<file path="config.mk">
export PLATFORM = sky130hd
export DESIGN_NAME = pjd_ctrl
export DESIGN_NICKNAME = d
export VERILOG_FILES = /design/src/hw/rtl/assert_macros.svh /design/src/hw/rtl/pjd_pkg.sv /design/src/hw/rtl/pjd_ctrl.sv
export SDC_FILE = /design/constraint.sdc
export NUM_CORES = 1
export LEC_CHECK = 0
export BUFFER_PORTS_ARGS = -buffer_cell sky130_fd_sc_hd__buf_4
export CAP_MARGIN = 20
export CORE_AREA = 2 2 39 41
export CTS_CLUSTER_SIZE = 25
export DETAILED_ROUTE_END_ITERATION = 8
export DIE_AREA = 0 0 41 43
export GPL_ROUTABILITY_DRIVEN = 0
export PLACE_DENSITY = 0.51
export SYNTH_ARGS = -nofsm -noshare
export SYNTH_HDL_FRONTEND = slang
export SYNTH_SLANG_ARGS = --single-unit
</file>
<file path="constraint.sdc">
create_clock -name clk -period 2.3 [get_ports clk]
set_input_delay 0.23 -clock clk [delete_from_list [all_inputs] [get_ports clk]]
set_output_delay 0.23 -clock clk [all_outputs]
set_load 0.005 [all_outputs]
</file>
<file path="src/hw/rtl/assert_macros.svh">
// Assertion macros used by the dispatcher datapath.
// Define NO_ASSERTIONS to compile them out.
`ifndef ASSERT_MACROS_SVH
`define ASSERT_MACROS_SVH
`ifndef NO_ASSERTIONS
`define ASSERT_IMPL(lbl, a, b) \
    lbl: assert property (@(posedge clk) disable iff (!rst_n) ((a) |-> (b))) \
        else $error("assertion failed");
`define ASSERT_NEXT(lbl, a, b) \
    lbl: assert property (@(posedge clk) disable iff (!rst_n) ((a) |=> (b))) \
        else $error("assertion failed");
`else
`define ASSERT_IMPL(lbl, a, b)
`define ASSERT_NEXT(lbl, a, b)
`endif
`endif

</file>
<file path="src/hw/rtl/pjd_pkg.sv">
// Types and constants for the priority job dispatcher.
// No dependencies.
package pjd_pkg;
    localparam int MAX_DISPATCH = 4;

    localparam logic [1:0] REQ_SUBMIT = 2'd0;
    localparam logic [1:0] REQ_TICK   = 2'd1;
    localparam logic [1:0] REQ_FINISH = 2'd2;

    localparam logic [1:0] PRI_LOW    = 2'd0;
    localparam logic [1:0] PRI_NORMAL = 2'd1;
    localparam logic [1:0] PRI_HIGH   = 2'd2;

    localparam logic [2:0] EV_DISPATCHED = 3'd0;
    localparam logic [2:0] EV_QUEUED     = 3'd1;
    localparam logic [2:0] EV_DROPPED    = 3'd2;
    localparam logic [2:0] EV_COMPLETED  = 3'd3;
    localparam logic [2:0] EV_TICK_END   = 3'd4;
    localparam logic [2:0] EV_IGNORED    = 3'd5;

    localparam logic [2:0] CFG_ACTIVE = 3'd0;

    typedef enum logic [3:0] {
        ST_IDLE,
        ST_DECODE,
        ST_SUBMIT,
        ST_FINISH,
        ST_TICK_READ,
        ST_TICK_WAIT,
        ST_TICK_EVAL,
        ST_TICK_END,
        ST_OUT
    } state_t;

    typedef struct packed {
        logic       load_req;
        logic       do_submit;
        logic       do_finish;
        logic       do_head;
        logic       next_queue;
        logic       do_tick_end;
    } ctl_cmd_t;

    typedef struct packed {
        logic [1:0] req;
        logic       head_ok;
        logic       queue_empty;
        logic       last_queue;
        logic       limit_hit;
        logic       out_busy;
    } ctl_sts_t;
endpackage

</file>
<file path="src/hw/rtl/pjd_ctrl.sv">
// Sequencer of the dispatcher: steps requests through decode, submit,
// finish and the tick drain loop. Depends on pjd_pkg.
module pjd_ctrl
    import pjd_pkg::*;
(
    input  logic     clk,
    input  logic     rst_n,
    input  logic     in_valid,
    output logic     in_ready,
    input  ctl_sts_t sts,
    output ctl_cmd_t cmd
);
    state_t state_reg, state_next;

    always_ff @(posedge clk or negedge rst_n)
    begin
        if (!rst_n)
        begin
            state_reg <= ST_IDLE;
        end
        else
        begin
            state_reg <= state_next;
        end
    end

    always_comb
    begin
        state_next = state_reg;
        cmd = '0;
        in_ready = 1'b0;
        case (state_reg)
            ST_IDLE:
            begin
                in_ready = !sts.out_busy;
                if (in_valid && !sts.out_busy)
                begin
                    cmd.load_req = 1'b1;
                    state_next = ST_DECODE;
                end
            end
            ST_DECODE:
            begin
                case (sts.req)
                    REQ_SUBMIT: state_next = ST_SUBMIT;
                    REQ_TICK:   state_next = ST_TICK_READ;
                    default:    state_next = ST_FINISH;
                endcase
            end
            ST_SUBMIT:
            begin
                cmd.do_submit = 1'b1;
                state_next = ST_IDLE;
            end
            ST_FINISH:
            begin
                cmd.do_finish = 1'b1;
                state_next = ST_IDLE;
            end
            ST_TICK_READ:
            begin
                if (sts.limit_hit)
                begin
                    state_next = ST_TICK_END;
                end
                else if (sts.queue_empty)
                begin
                    if (sts.last_queue)
                    begin
                        state_next = ST_TICK_END;
                    end
                    else
                    begin
                        cmd.next_queue = 1'b1;
                    end
                end
                else
                begin
                    state_next = ST_TICK_WAIT;
                end
            end
            ST_TICK_WAIT:
            begin
                state_next = ST_TICK_EVAL;
            end
            ST_TICK_EVAL:
            begin
                if (sts.out_busy)
                begin
                    state_next = ST_TICK_EVAL;
                end
                else if (sts.head_ok)
                begin
                    cmd.do_head = 1'b1;
                    state_next = ST_TICK_READ;
                end
                else if (sts.last_queue)
                begin
                    state_next = ST_TICK_END;
                end
                else
                begin
                    cmd.next_queue = 1'b1;
                    state_next = ST_TICK_READ;
                end
            end
            ST_TICK_END:
            begin
                if (!sts.out_busy)
                begin
                    cmd.do_tick_end = 1'b1;
                    state_next = ST_IDLE;
                end
            end
            default:
            begin
                state_next = ST_IDLE;
            end
        endcase
    end
endmodule

</file>
[Word-level counts from Yosys, hierarchy flattened]
Index checks and enable logic that the tools add are counted.
Storage, ports and cells
  flip-flop bits (word level): 4
  output and inout bits: 7
Operators by class
  equal/unequal tests: 11
  multiplexer cells: 25
  reductions and logical operators: 5
Operators with widths (number)
  4-bit two-way mux: 7
  4-bit one-hot mux with 6 select lines: 1
  4-bit by 3-bit equality test with 1-bit output, second input constant: 4
  1-bit two-way mux: 13
  4-bit by 2-bit equality test with 1-bit output, second input constant: 2
  3-bit one-hot mux with 2 select lines: 1
  4-bit by 1-bit equality test with 1-bit output, second input constant: 1
  4-bit zero test: 1
  2-bit two-way mux: 2
  2-bit inequality test, second input constant: 2
  4-bit inequality test, second input constant: 1
  3-bit AND reduction: 1
  2-bit by 1-bit equality test with 1-bit output, second input constant: 1
  2-bit zero test: 1
  1-bit one-hot mux with 2 select lines: 1
  1-bit logical AND: 1
  1-bit zero test: 1

[Depth between registers and ports, before layout]
Gate-level depths: netlist (run 1).
  word-level depth: 4
  depth in mapped cells: 5
  mapped depth without buffers: 4

[Worst setup path before layout (run 1)]
No wires, ideal clock.
  path type: register -> output
  from: reg state_reg[2]
  to: out cmd[5] (netlist bit)
  arrival time: 1.078 ns
  data required time: 2.070 ns
  setup slack: 0.992 ns
  cell stages (with the launch flop): 4
  path buffers: 1
  path through: dfrtp_1 -> buf_4 -> nor4_1 -> and2_1
RTL lines
  start, declared: RTL line pjd_ctrl.sv:13  | state_t state_reg, state_next;
  start signal, assigned: RTL line pjd_ctrl.sv:23  | state_reg <= state_next;
  end, declared: RTL line pjd_ctrl.sv:11  | output ctl_cmd_t cmd

==> metrics.yaml, run 1 <==
routing:
  m1WireLength_um: 353
  drt-pass1-iter-count: 4
  top_layer: "met4"
  drcViolationCount: 0
  drt-total-wl_um: 782
  viasPerCell: 4.86
  drt_iter0_drc: 3
  wl_per_cell_um: 11.0
  ant_nets: 0
  route.met3.wl_um: 42
  vias: 345
  wl_met2_um: 370
final_layout:
  n_antenna_cell: 0
  drive_gt1_share_pct: 40.0
  layout_commonest_cell: "buf_4"
  layout.nets: 66
  mostFrequentLayoutCells: "buf_4, inv_1, o21ai_0"
  synthToLayoutAreaGrowth_pct: 56.2
  largest_reg_flops: 3
die:
  num_rows: 14
  die_y_um: 43
  io_pins: 17
  start_util_pct: 20.3
  die_x_um: 41
  coreArea_um2: 1380
  die_area_um2: 1760
clock_tree:
  cts_tree: "built"
  h-tree-depth: 1
  numClockSinks: 3
  clock_latency_ps: 240
  cts-root-buf: "clkbuf_4"
  cts_resized: 0
  clk_transition_reported_paths_ps: 40
  cts_buffer_depth: 2
  cts_buffers: 3
setup_path:
  path_cells: "or4_4 > o21ai_1 > buf_4"
  cp-start-kind: "register"
  worst_path_max_delay_cell: "or4_4"
  end_kind: "primary output"
  required_ps: 2070
  crit_type: "register to primary output"
  path_delay_family: "simple AND/OR/NAND/NOR gates"
  slowest_delay_ps: 590
  cp_max_fo: 13
  arrival_ps: 1570
  crit_buf_inv: 1
timing:
  clock.fmax_mhz: 556
  finalWorstSetupSlack_ps: 501
  fin_setup_tns_ps: 0
  final-setup-viol-count: 0
  final.min_clock_period_ps: 1800
  drv_slew: 0
  slew_headroom_pct: 69.8
  worstMarginPinSlew_ps: 447
  skew_ps: 5.51
  rsz0062_at_grt: "no"
  hold_violations: 0
  period_share_pct: 78.2
synth:
  syn-cell-area_um2: 280
  ys_ff_latch: 3
  synthTopCellsByArea: "dfrtp_1, o21ai_0, a31oi_1, nor4b_1, nor3_1"
  yosysTopAreaCell: "dfrtp_1"
  avgSynthCellArea_um2: 7.79
  post_synth_num_cell_types: 22
  syn_nets: 46
  yosys_warnings: 0
  ys_seq_area_share_pct: 26.8
  syn_inst: 36
  yosys.area.top_type_share_pct: 26.8
grt:
  track_usage_pct: 9.45
  grt_max_degree: 14
  antenna_found_initial: 0
  grt_overflow: 0
  grt_pass1_vias: 272
  grt_pass1_wl_mm: 1.13
min_path:
  hold_path.class: "input pin to register"
pwr:
  power_leakage_nw: 0.201
  ir_drop_mv: 0.238
  powerDensity_nw_per_um2: 980
placed_design:
  io_buffers: 16
  post-place-ws_ps: 761
  hpwl_um: 573
flow_run:
  drv_cap: 0
outcome:
  status: "finished clean"
[metrics by stage]
step / utilization (%) / hold slack (ps) / std cells / instance area [µm²] / power (W)
floorplan: - / -65.6 / 36 / 280 / 0.000281
global placement: 29.0 / 19.9 / 66 / 402 / 0.000337
detailed placement: 29.0 / 21.7 / 66 / 402 / 0.000331
CTS: 31.6 / 291 / 71 / 438 / 0.000430
global route: 31.6 / 298 / 71 / 438 / 0.000468
finish: 31.6 / 295 / 71 / 438 / 0.000429
[path summary, 6_finish.rpt]
path,end,slack (ps),start,cells after the start
setup / recovery,cmd[1],500,state_reg[0]$_DFFE_PN0P_,3
hold / removal,state_reg[2]$_DFFE_PN0P_,290,sts[0],3
setup reg to reg,state_reg[0]$_DFFE_PN0P_,890,state_reg[0]$_DFFE_PN0P_,3
hold reg to reg,state_reg[2]$_DFFE_PN0P_,640,state_reg[1]$_DFFE_PN0P_,1
max in group asynchronous,state_reg[1]$_DFFE_PN0P_,1880,rst_n,2
min in group asynchronous,state_reg[2]$_DFFE_PN0P_,320,rst_n,2
[worst reg2reg max path: stages, from the launching register on]
cell,delay (ps)
dfrtp_1,500
or4_4,590
a2bb2oi_1,150
o21ai_2,110
[layout make-up]
cell class / instances / area (µm²)
well taps: 16 / 20.0
inverters: 4 / 15.0
multi-input cells: 27 / 171
fillers: 154 / 946
clock buffers: 4 / 26.3
flip-flops and latches: 3 / 75.1
repair buffers: 17 / 130
[routing by layer]
| layer | vias up | global-route usage [%] |
|---|---|---|
| met4 | 0 | 8.00 |
| met2 | 12 | 12.8 |
| met1 | 157 | 13.2 |
| met3 | 2 | 0 |
| li1 | 174 | - |
| met5 | - | 0 |
[power by group]
group	internal, W	total, W	switching [W]
combinational	0.0000997	0.000189	0.0000896
sequential	0.0000782	0.000144	0.0000660
clock	0.0000652	0.0000957	0.0000305
total	0.000243	0.000429	0.000186
[timing repair]
item	in CTS	in global routing
setup endpoints to repair	0	0
hold buffers	1	0
buffers inserted	0	0
endpoints found under the hold margin	3	0
[synth_stat cells]
cell       count
a2bb2oi_1      1
a31oi_1        3
and2_1         1
buf_4          1
buf_6          1
dfrtp_1        3
inv_1          4
nand2_1        1
nand2_2        1
nand3_1        1
nand4_1        1
nor2_1         2
nor2b_1        1
nor3_1         3
nor4_1         1
nor4b_1        2
o21ai_0        4
o21ai_1        1
o21ai_2        1
o311a_1        1
o41ai_1        1
or4_4          1
[kinds of logic after synthesis]
group / count (synthesis) / synth area share, %
and+or+nand+nor: 15 / 32.6
buffers and inverters: 6 / 12.1
AOI/OAI and AO/OA: 12 / 28.6
DFF: 3 / 26.8
(Power assumes the default switching activity.)
==> inputs of run 2 (changes only) <==
--- a/config.mk
+++ b/config.mk
@@ -12,7 +12,7 @@
 export DETAILED_ROUTE_END_ITERATION = 8
 export DIE_AREA = 0 0 41 43
 export GPL_ROUTABILITY_DRIVEN = 0
-export PLACE_DENSITY = 0.51
+export PLACE_DENSITY = 0.53
 export SYNTH_ARGS = -nofsm -noshare
 export SYNTH_HDL_FRONTEND = slang
 export SYNTH_SLANG_ARGS = --single-unit
==> constraint.sdc (replaced) <==
create_clock -name clk -period 1.5 [get_ports clk]
set_input_delay 0.15 -clock clk [delete_from_list [all_inputs] [get_ports clk]]
set_output_delay 0.15 -clock clk [all_outputs]
set_load 0.005 [all_outputs]
==> run 2 against run 1 <==
  * The run now ends with negative setup slack left
  * Final cell count increased by 8.5%
  * Register-to-register slack got worse by 740 ps
  * Largest power group unchanged
  * Power rose by 94%
  * Setup slack worse by 550 ps
  * Non-clock buffer count is 6 higher
  * Core utilization rose by 5.4 points
  * Wire length rose by 15%
  * Sequential share of layout area fell by 2.0 points
  * Clock-buffer cell count unchanged
  * Via count is 7.5% higher
==> metrics.yaml, run 2 (synthesis gave the netlist of run 1 again) <==
grt:
  track_usage_pct: 11.8  # +2.3 points
  grt_pass1_wl_mm: 1.41  # +24%
  grt_overflow: 0  # unchanged
  antenna_found_initial: 0  # unchanged
  grt_pass1_vias: 336  # +24%
  grt_max_degree: 9  # -5
final_layout:
  drive_gt1_share_pct: 57.4  # +17 points
  fin_util_pct: 37.1  # +5.4 points
  n_antenna_cell: 0  # unchanged
  num-fill-cells: 144  # -6.5%
  largest_reg_flops: 3  # unchanged
  synthToLayoutAreaGrowth_pct: 83.0
  regArea_um2: 77.6  # +3.3%
  design_area_um2: 513  # +17%
  layout_commonest_cell: "buf_4"
  multiInputGateArea_um2: 199  # +16%
  layout.nets: 72  # +9.1%
  mostFrequentLayoutCells: "buf_4, inv_1, o21ai_0, a31oi_1, clkbuf_4"
clock_tree:
  cts_tree: "built"
  clk_transition_reported_paths_ps: 40  # about the same
  h-tree-depth: 1  # unchanged
  clock_latency_ps: 250  # about the same
  numClockSinks: 3  # unchanged
  cts_buffers: 3  # unchanged
  cts-root-buf: "clkbuf_4"
  cts_buffer_depth: 2  # unchanged
die:
  start_util_pct: 20.3  # unchanged
  die_y_um: 43  # unchanged
  num_rows: 14  # unchanged
  io_pins: 17  # unchanged
  die_area_um2: 1760  # unchanged
  coreArea_um2: 1380  # unchanged
  die_x_um: 41  # unchanged
setup_path:
  cp-start-kind: "register"
  end_kind: "primary output"
  arrival_ps: 1400  # -170 ps
  cp_max_fo: 4  # -9
  crit_type: "register to primary output"
  required_ps: 1350  # -720 ps
pwr:
  combPwrFrac_pct: 59.9  # +16 points
  powerDensity_nw_per_um2: 1620  # +66%
  power_w: 0.000833  # +94%
  p_switching_w: 0.000351  # +89%
  power.internal_w: 0.000481  # +98%
  ir_drop_mv: 0.511  # +110%
  p_sw_share_pct: 42.2  # -1.2 points
  power_leakage_nw: 0.234  # +16%
  pwr-share-seq_pct: 21.7  # -12 points
  power_frac_clock_pct: 18.4  # -3.9 points
timing:
  worstMarginPinSlew_ps: 461  # +14.8 ps
  final-setup-viol-count: 1  # +1
  finalWorstSetupSlack_ps: -45.9  # -547 ps
  rsz0062_at_grt: "yes"
  clock.fmax_mhz: 647
  slew_headroom_pct: 68.8  # -1.0 points
  drv_slew: 0  # unchanged
  skew_ps: 6.50  # +0.987 ps
  period_share_pct: 103
  final.min_clock_period_ps: 1550
  hold_violations: 0  # unchanged
routing:
  drt-pass1-iter-count: 4  # unchanged
  vias: 371  # +7.5%
  drcViolationCount: 0  # unchanged
  ant_nets: 0  # unchanged
  viasPerCell: 4.82  # -0.84%
  drt-total-wl_um: 898  # +15%
  drt_iter0_drc: 11  # +8
  wl_per_cell_um: 11.7  # +5.9%
placed_design:
  io_buffers: 16  # unchanged
  dpl_cell_area_um2: 424  # +5.6%
  post-place-ws_ps: 127  # -634 ps
  hpwl_um: 627  # +9.4%
flow_run:
  drv_cap: 0  # unchanged
outcome:
  status: "complete, but fails checks"
  violations: "negative setup slack"
min_path:
  hold_path.class: "input pin to register"
run 2: path summary, 6_finish.rpt:
check	startpoint	to	slack (ps)	cells past startpoint
hold reg to reg	state_reg[1]$_DFFE_PN0P_	state_reg[2]$_DFFE_PN0P_	650	2
max in group asynchronous	rst_n	state_reg[1]$_DFFE_PN0P_	1170	2
min in group asynchronous	rst_n	state_reg[2]$_DFFE_PN0P_	230	2
setup reg to reg	state_reg[2]$_DFFE_PN0P_	state_reg[0]$_DFFE_PN0P_	150	3
hold / removal	sts[0]	state_reg[2]$_DFFE_PN0P_	220	3
setup / recovery	state_reg[0]$_DFFE_PN0P_	cmd[1]	-50	3
run 2: stage by stage:
step	setup TNS, ps	hold slack [ps]	std cells
2_1_floorplan	0	-146	36
3_3_place_gp	0	-58.7	69
3_5_place_dp	0	-60.0	69
4_1_cts	-142	214	75
5_1_grt	-153	248	77
6_report	-45.9	220	77
run 2: layout make-up:
| cell class | count | share of cell area, % |
|---|---|---|
| Inverter | 4 | 2.93 |
| Sequential cell | 3 | 15.1 |
| Timing Repair Buffer | 23 | 34.1 |
| Multi-Input combinational cell | 27 | 38.8 |
| Tap cell | 16 | 3.90 |
| Clock buffer | 4 | 5.12 |
run 2: what timing repair did:
item	CTS	global route
endpoints found under the setup margin	2	5
hold buffers	1	0
setup buffers	1	2
endpoints found under the hold margin	3	0
pin swaps	1	1
resized for setup	2	5
run 2: worst max-delay path, stage by stage (launching register included):
cell	delay [ps]
dfrtp_1	410
or4_4	500
o21ai_2	120
buf_4	110
run 2: layer usage:
layer	up-vias	share of wire [%]	GRT usage (%)
met5	-	0	0
met1	165	43	15.3
met4	0	1.9	8.00
met2	15	48	16.3
met3	2	7.1	3.14
li1	189	-	-
run 2: power by group through the flow:
| stage | clock (W) | sequential [W] | combinational [W] |
|---|---|---|---|
| floorplan | 0 | 0.000160 | 0.000270 |
| global placement | 0 | 0.000178 | 0.000398 |
| detailed placement | 0 | 0.000178 | 0.000389 |
| CTS | 0.000148 | 0.000179 | 0.000411 |
| global route | 0.000157 | 0.000186 | 0.000555 |
| finish | 0.000153 | 0.000181 | 0.000499 |
==> inputs of run 3 (changes only) <==
--- a/config.mk
+++ b/config.mk
@@ -13,6 +13,7 @@
 export DIE_AREA = 0 0 41 43
 export GPL_ROUTABILITY_DRIVEN = 0
 export PLACE_DENSITY = 0.53
+export SKIP_CTS_REPAIR_TIMING = 1
 export SYNTH_ARGS = -nofsm -noshare
 export SYNTH_HDL_FRONTEND = slang
 export SYNTH_SLANG_ARGS = --single-unit
==> run 3 against run 2 <==
  * The run still ends with negative setup slack left
  * Cell area is 4.1% lower
  * Flip-flop and latch count did not move
  * Sequential share of layout area grew 0.65 points
  * Power is 5.9% lower
  * Core utilization down 1.5 points
  * Hold slack gained 0.99 ps
  * Wire length decreased by 5.8%
  * Critical path depth increased by 1
  * Clock power shrank 3%
  * Final cell count down 2.6%
  * Combinational power down 10%
  * Critical endpoint unchanged
  * Largest power group unchanged
==> metrics.yaml, run 3 (synthesis gave the netlist of run 1 again) <==
outcome:
  status: "complete, but fails checks"
  violations: "negative setup slack"
min_path:
  hold_path.class: "input pin to register"
setup_path:
  cp_max_fo: 6  # +2
  required_ps: 1350  # about the same
  arrival_ps: 1390  # about the same
  end_kind: "primary output"
  path_cells: "nand2_4 > or4_4 > o21ai_2 > buf_4"
  cp-start-kind: "register"
  path_delay_family: "simple AND/OR/NAND/NOR gates"
  slowest_delay_ps: 430  # -70 ps
  worst_path_max_delay_cell: "or4_4"
  crit_type: "register to primary output"
  crit_buf_inv: 1  # unchanged
grt:
  grt_pass1_wl_mm: 1.32  # -5.9%
  grt_pass1_vias: 318  # -5.4%
  track_usage_pct: 11.2  # -0.60 points
  grt_overflow: 0  # unchanged
  grt_max_degree: 9  # unchanged
  antenna_found_initial: 0  # unchanged
timing:
  drv_slew: 0  # unchanged
  final.min_clock_period_ps: 1540  # -2.52 ps
  whs_ps: 221  # +0.990 ps
  period_share_pct: 103  # -0.17 points
  finalWorstSetupSlack_ps: -43.3  # +2.52 ps
  fin_setup_tns_ps: -43.3  # +2.52 ps
  hold_violations: 0  # unchanged
  final-setup-viol-count: 1  # unchanged
  rsz0062_at_grt: "yes"
  clock.fmax_mhz: 648  # +0.16%
  skew_ps: 3.77  # -2.72 ps
  slew_headroom_pct: 68.8  # about the same
  worstMarginPinSlew_ps: 462  # +0.611 ps
clock_tree:
  cts_buffer_depth: 2  # unchanged
  cts-root-buf: "clkbuf_4"
  h-tree-depth: 1  # unchanged
  cts_buffers: 3  # unchanged
  clock_latency_ps: 240  # about the same
  clk_transition_reported_paths_ps: 40  # about the same
  cts_tree: "built"
  numClockSinks: 3  # unchanged
flow_run:
  drv_cap: 0  # unchanged
die:
  num_rows: 14  # unchanged
  die_area_um2: 1760  # unchanged
  die_y_um: 43  # unchanged
  io_pins: 17  # unchanged
  coreArea_um2: 1380  # unchanged
  die_x_um: 41  # unchanged
  start_util_pct: 20.3  # unchanged
routing:
  drt-total-wl_um: 846  # -5.8%
  ant_nets: 0  # unchanged
  vias: 378  # +1.9%
  drcViolationCount: 0  # unchanged
  viasPerCell: 5.04  # +4.6%
  drt-pass1-iter-count: 4  # unchanged
  drt_iter0_drc: 8  # -3
  wl_per_cell_um: 11.3  # -3.3%
final_layout:
  drive_gt1_share_pct: 52.5  # -4.8 points
  fin_util_pct: 35.5  # -1.5 points
  synthToLayoutAreaGrowth_pct: 75.4
  layout_commonest_cell: "buf_4"
  largest_reg_flops: 3  # unchanged
  fin_cells: 75  # -2.6%
  layout.nets: 70  # -2.8%
  n_antenna_cell: 0  # unchanged
  mostFrequentLayoutCells: "buf_4, inv_1, o21ai_0"
pwr:
  power_leakage_nw: 0.226  # -3.6%
  powerDensity_nw_per_um2: 1590  # -1.8%
  power_w: 0.000784  # -5.9%
  ir_drop_mv: 0.440  # -14%
placed_design:
  dp.cells: 69  # unchanged
  hpwl_um: 627  # unchanged
  io_buffers: 16  # unchanged
-- run 3: cell types whose count changed in the layout (fill, tap and decap cells not counted), sizes merged --
cell,change
buf,-2
-- run 3: worst paths after layout --
kind,from,end,slack (ps),depth (start not counted)
setup reg to reg,state_reg[1]$_DFFE_PN0P_,state_reg[0]$_DFFE_PN0P_,150,3
max in group asynchronous,rst_n,state_reg[1]$_DFFE_PN0P_,1170,2
hold reg to reg,state_reg[1]$_DFFE_PN0P_,state_reg[2]$_DFFE_PN0P_,670,2
min in group asynchronous,rst_n,state_reg[2]$_DFFE_PN0P_,230,2
setup / recovery,state_reg[2]$_DFFE_PN0P_,cmd[1],-40,4
hold / removal,sts[0],state_reg[2]$_DFFE_PN0P_,220,3
-- run 3: power by group --
part           internal, W  switching (W)
combinational     0.000228       0.000219
clock             0.000100      0.0000475
sequential        0.000126      0.0000637
total             0.000453       0.000330
-- run 3: final cells by class --
cell class,instances,area (µm²)
Sequential cell,3,77.6
Timing Repair Buffer,21,160
Clock buffer,4,26.3
Fill cell,149,892
Tap cell,16,20.0
Multi-Input combinational cell,27,193
Inverter,4,15.0
-- run 3: tightest hold or removal path: stages --
cell     delay [ps]
buf_4           130
o21ai_0          80
o21ai_0          70
-- run 3: metal layers --
layer | routed length (µm) | vias to the layer above | track usage (%) | part of all wire [%]
li1 | - | 185 | - | -
met1 | 357 | 169 | 14.3 | 42
met4 | 17 | 0 | 8.00 | 2.0
met5 | 0 | - | 0 | 0
met2 | 396 | 22 | 15.3 | 47
met3 | 74 | 2 | 3.14 | 8.7
-- run 3: through the flow --
step / cell area (µm²) / setup WS, ps
after floorplan: 280 / 266
after global placement: 424 / 147
after detailed placement: 424 / 127
after CTS: 450 / -136
after global routing: 492 / -99.4
final: 492 / -43.3
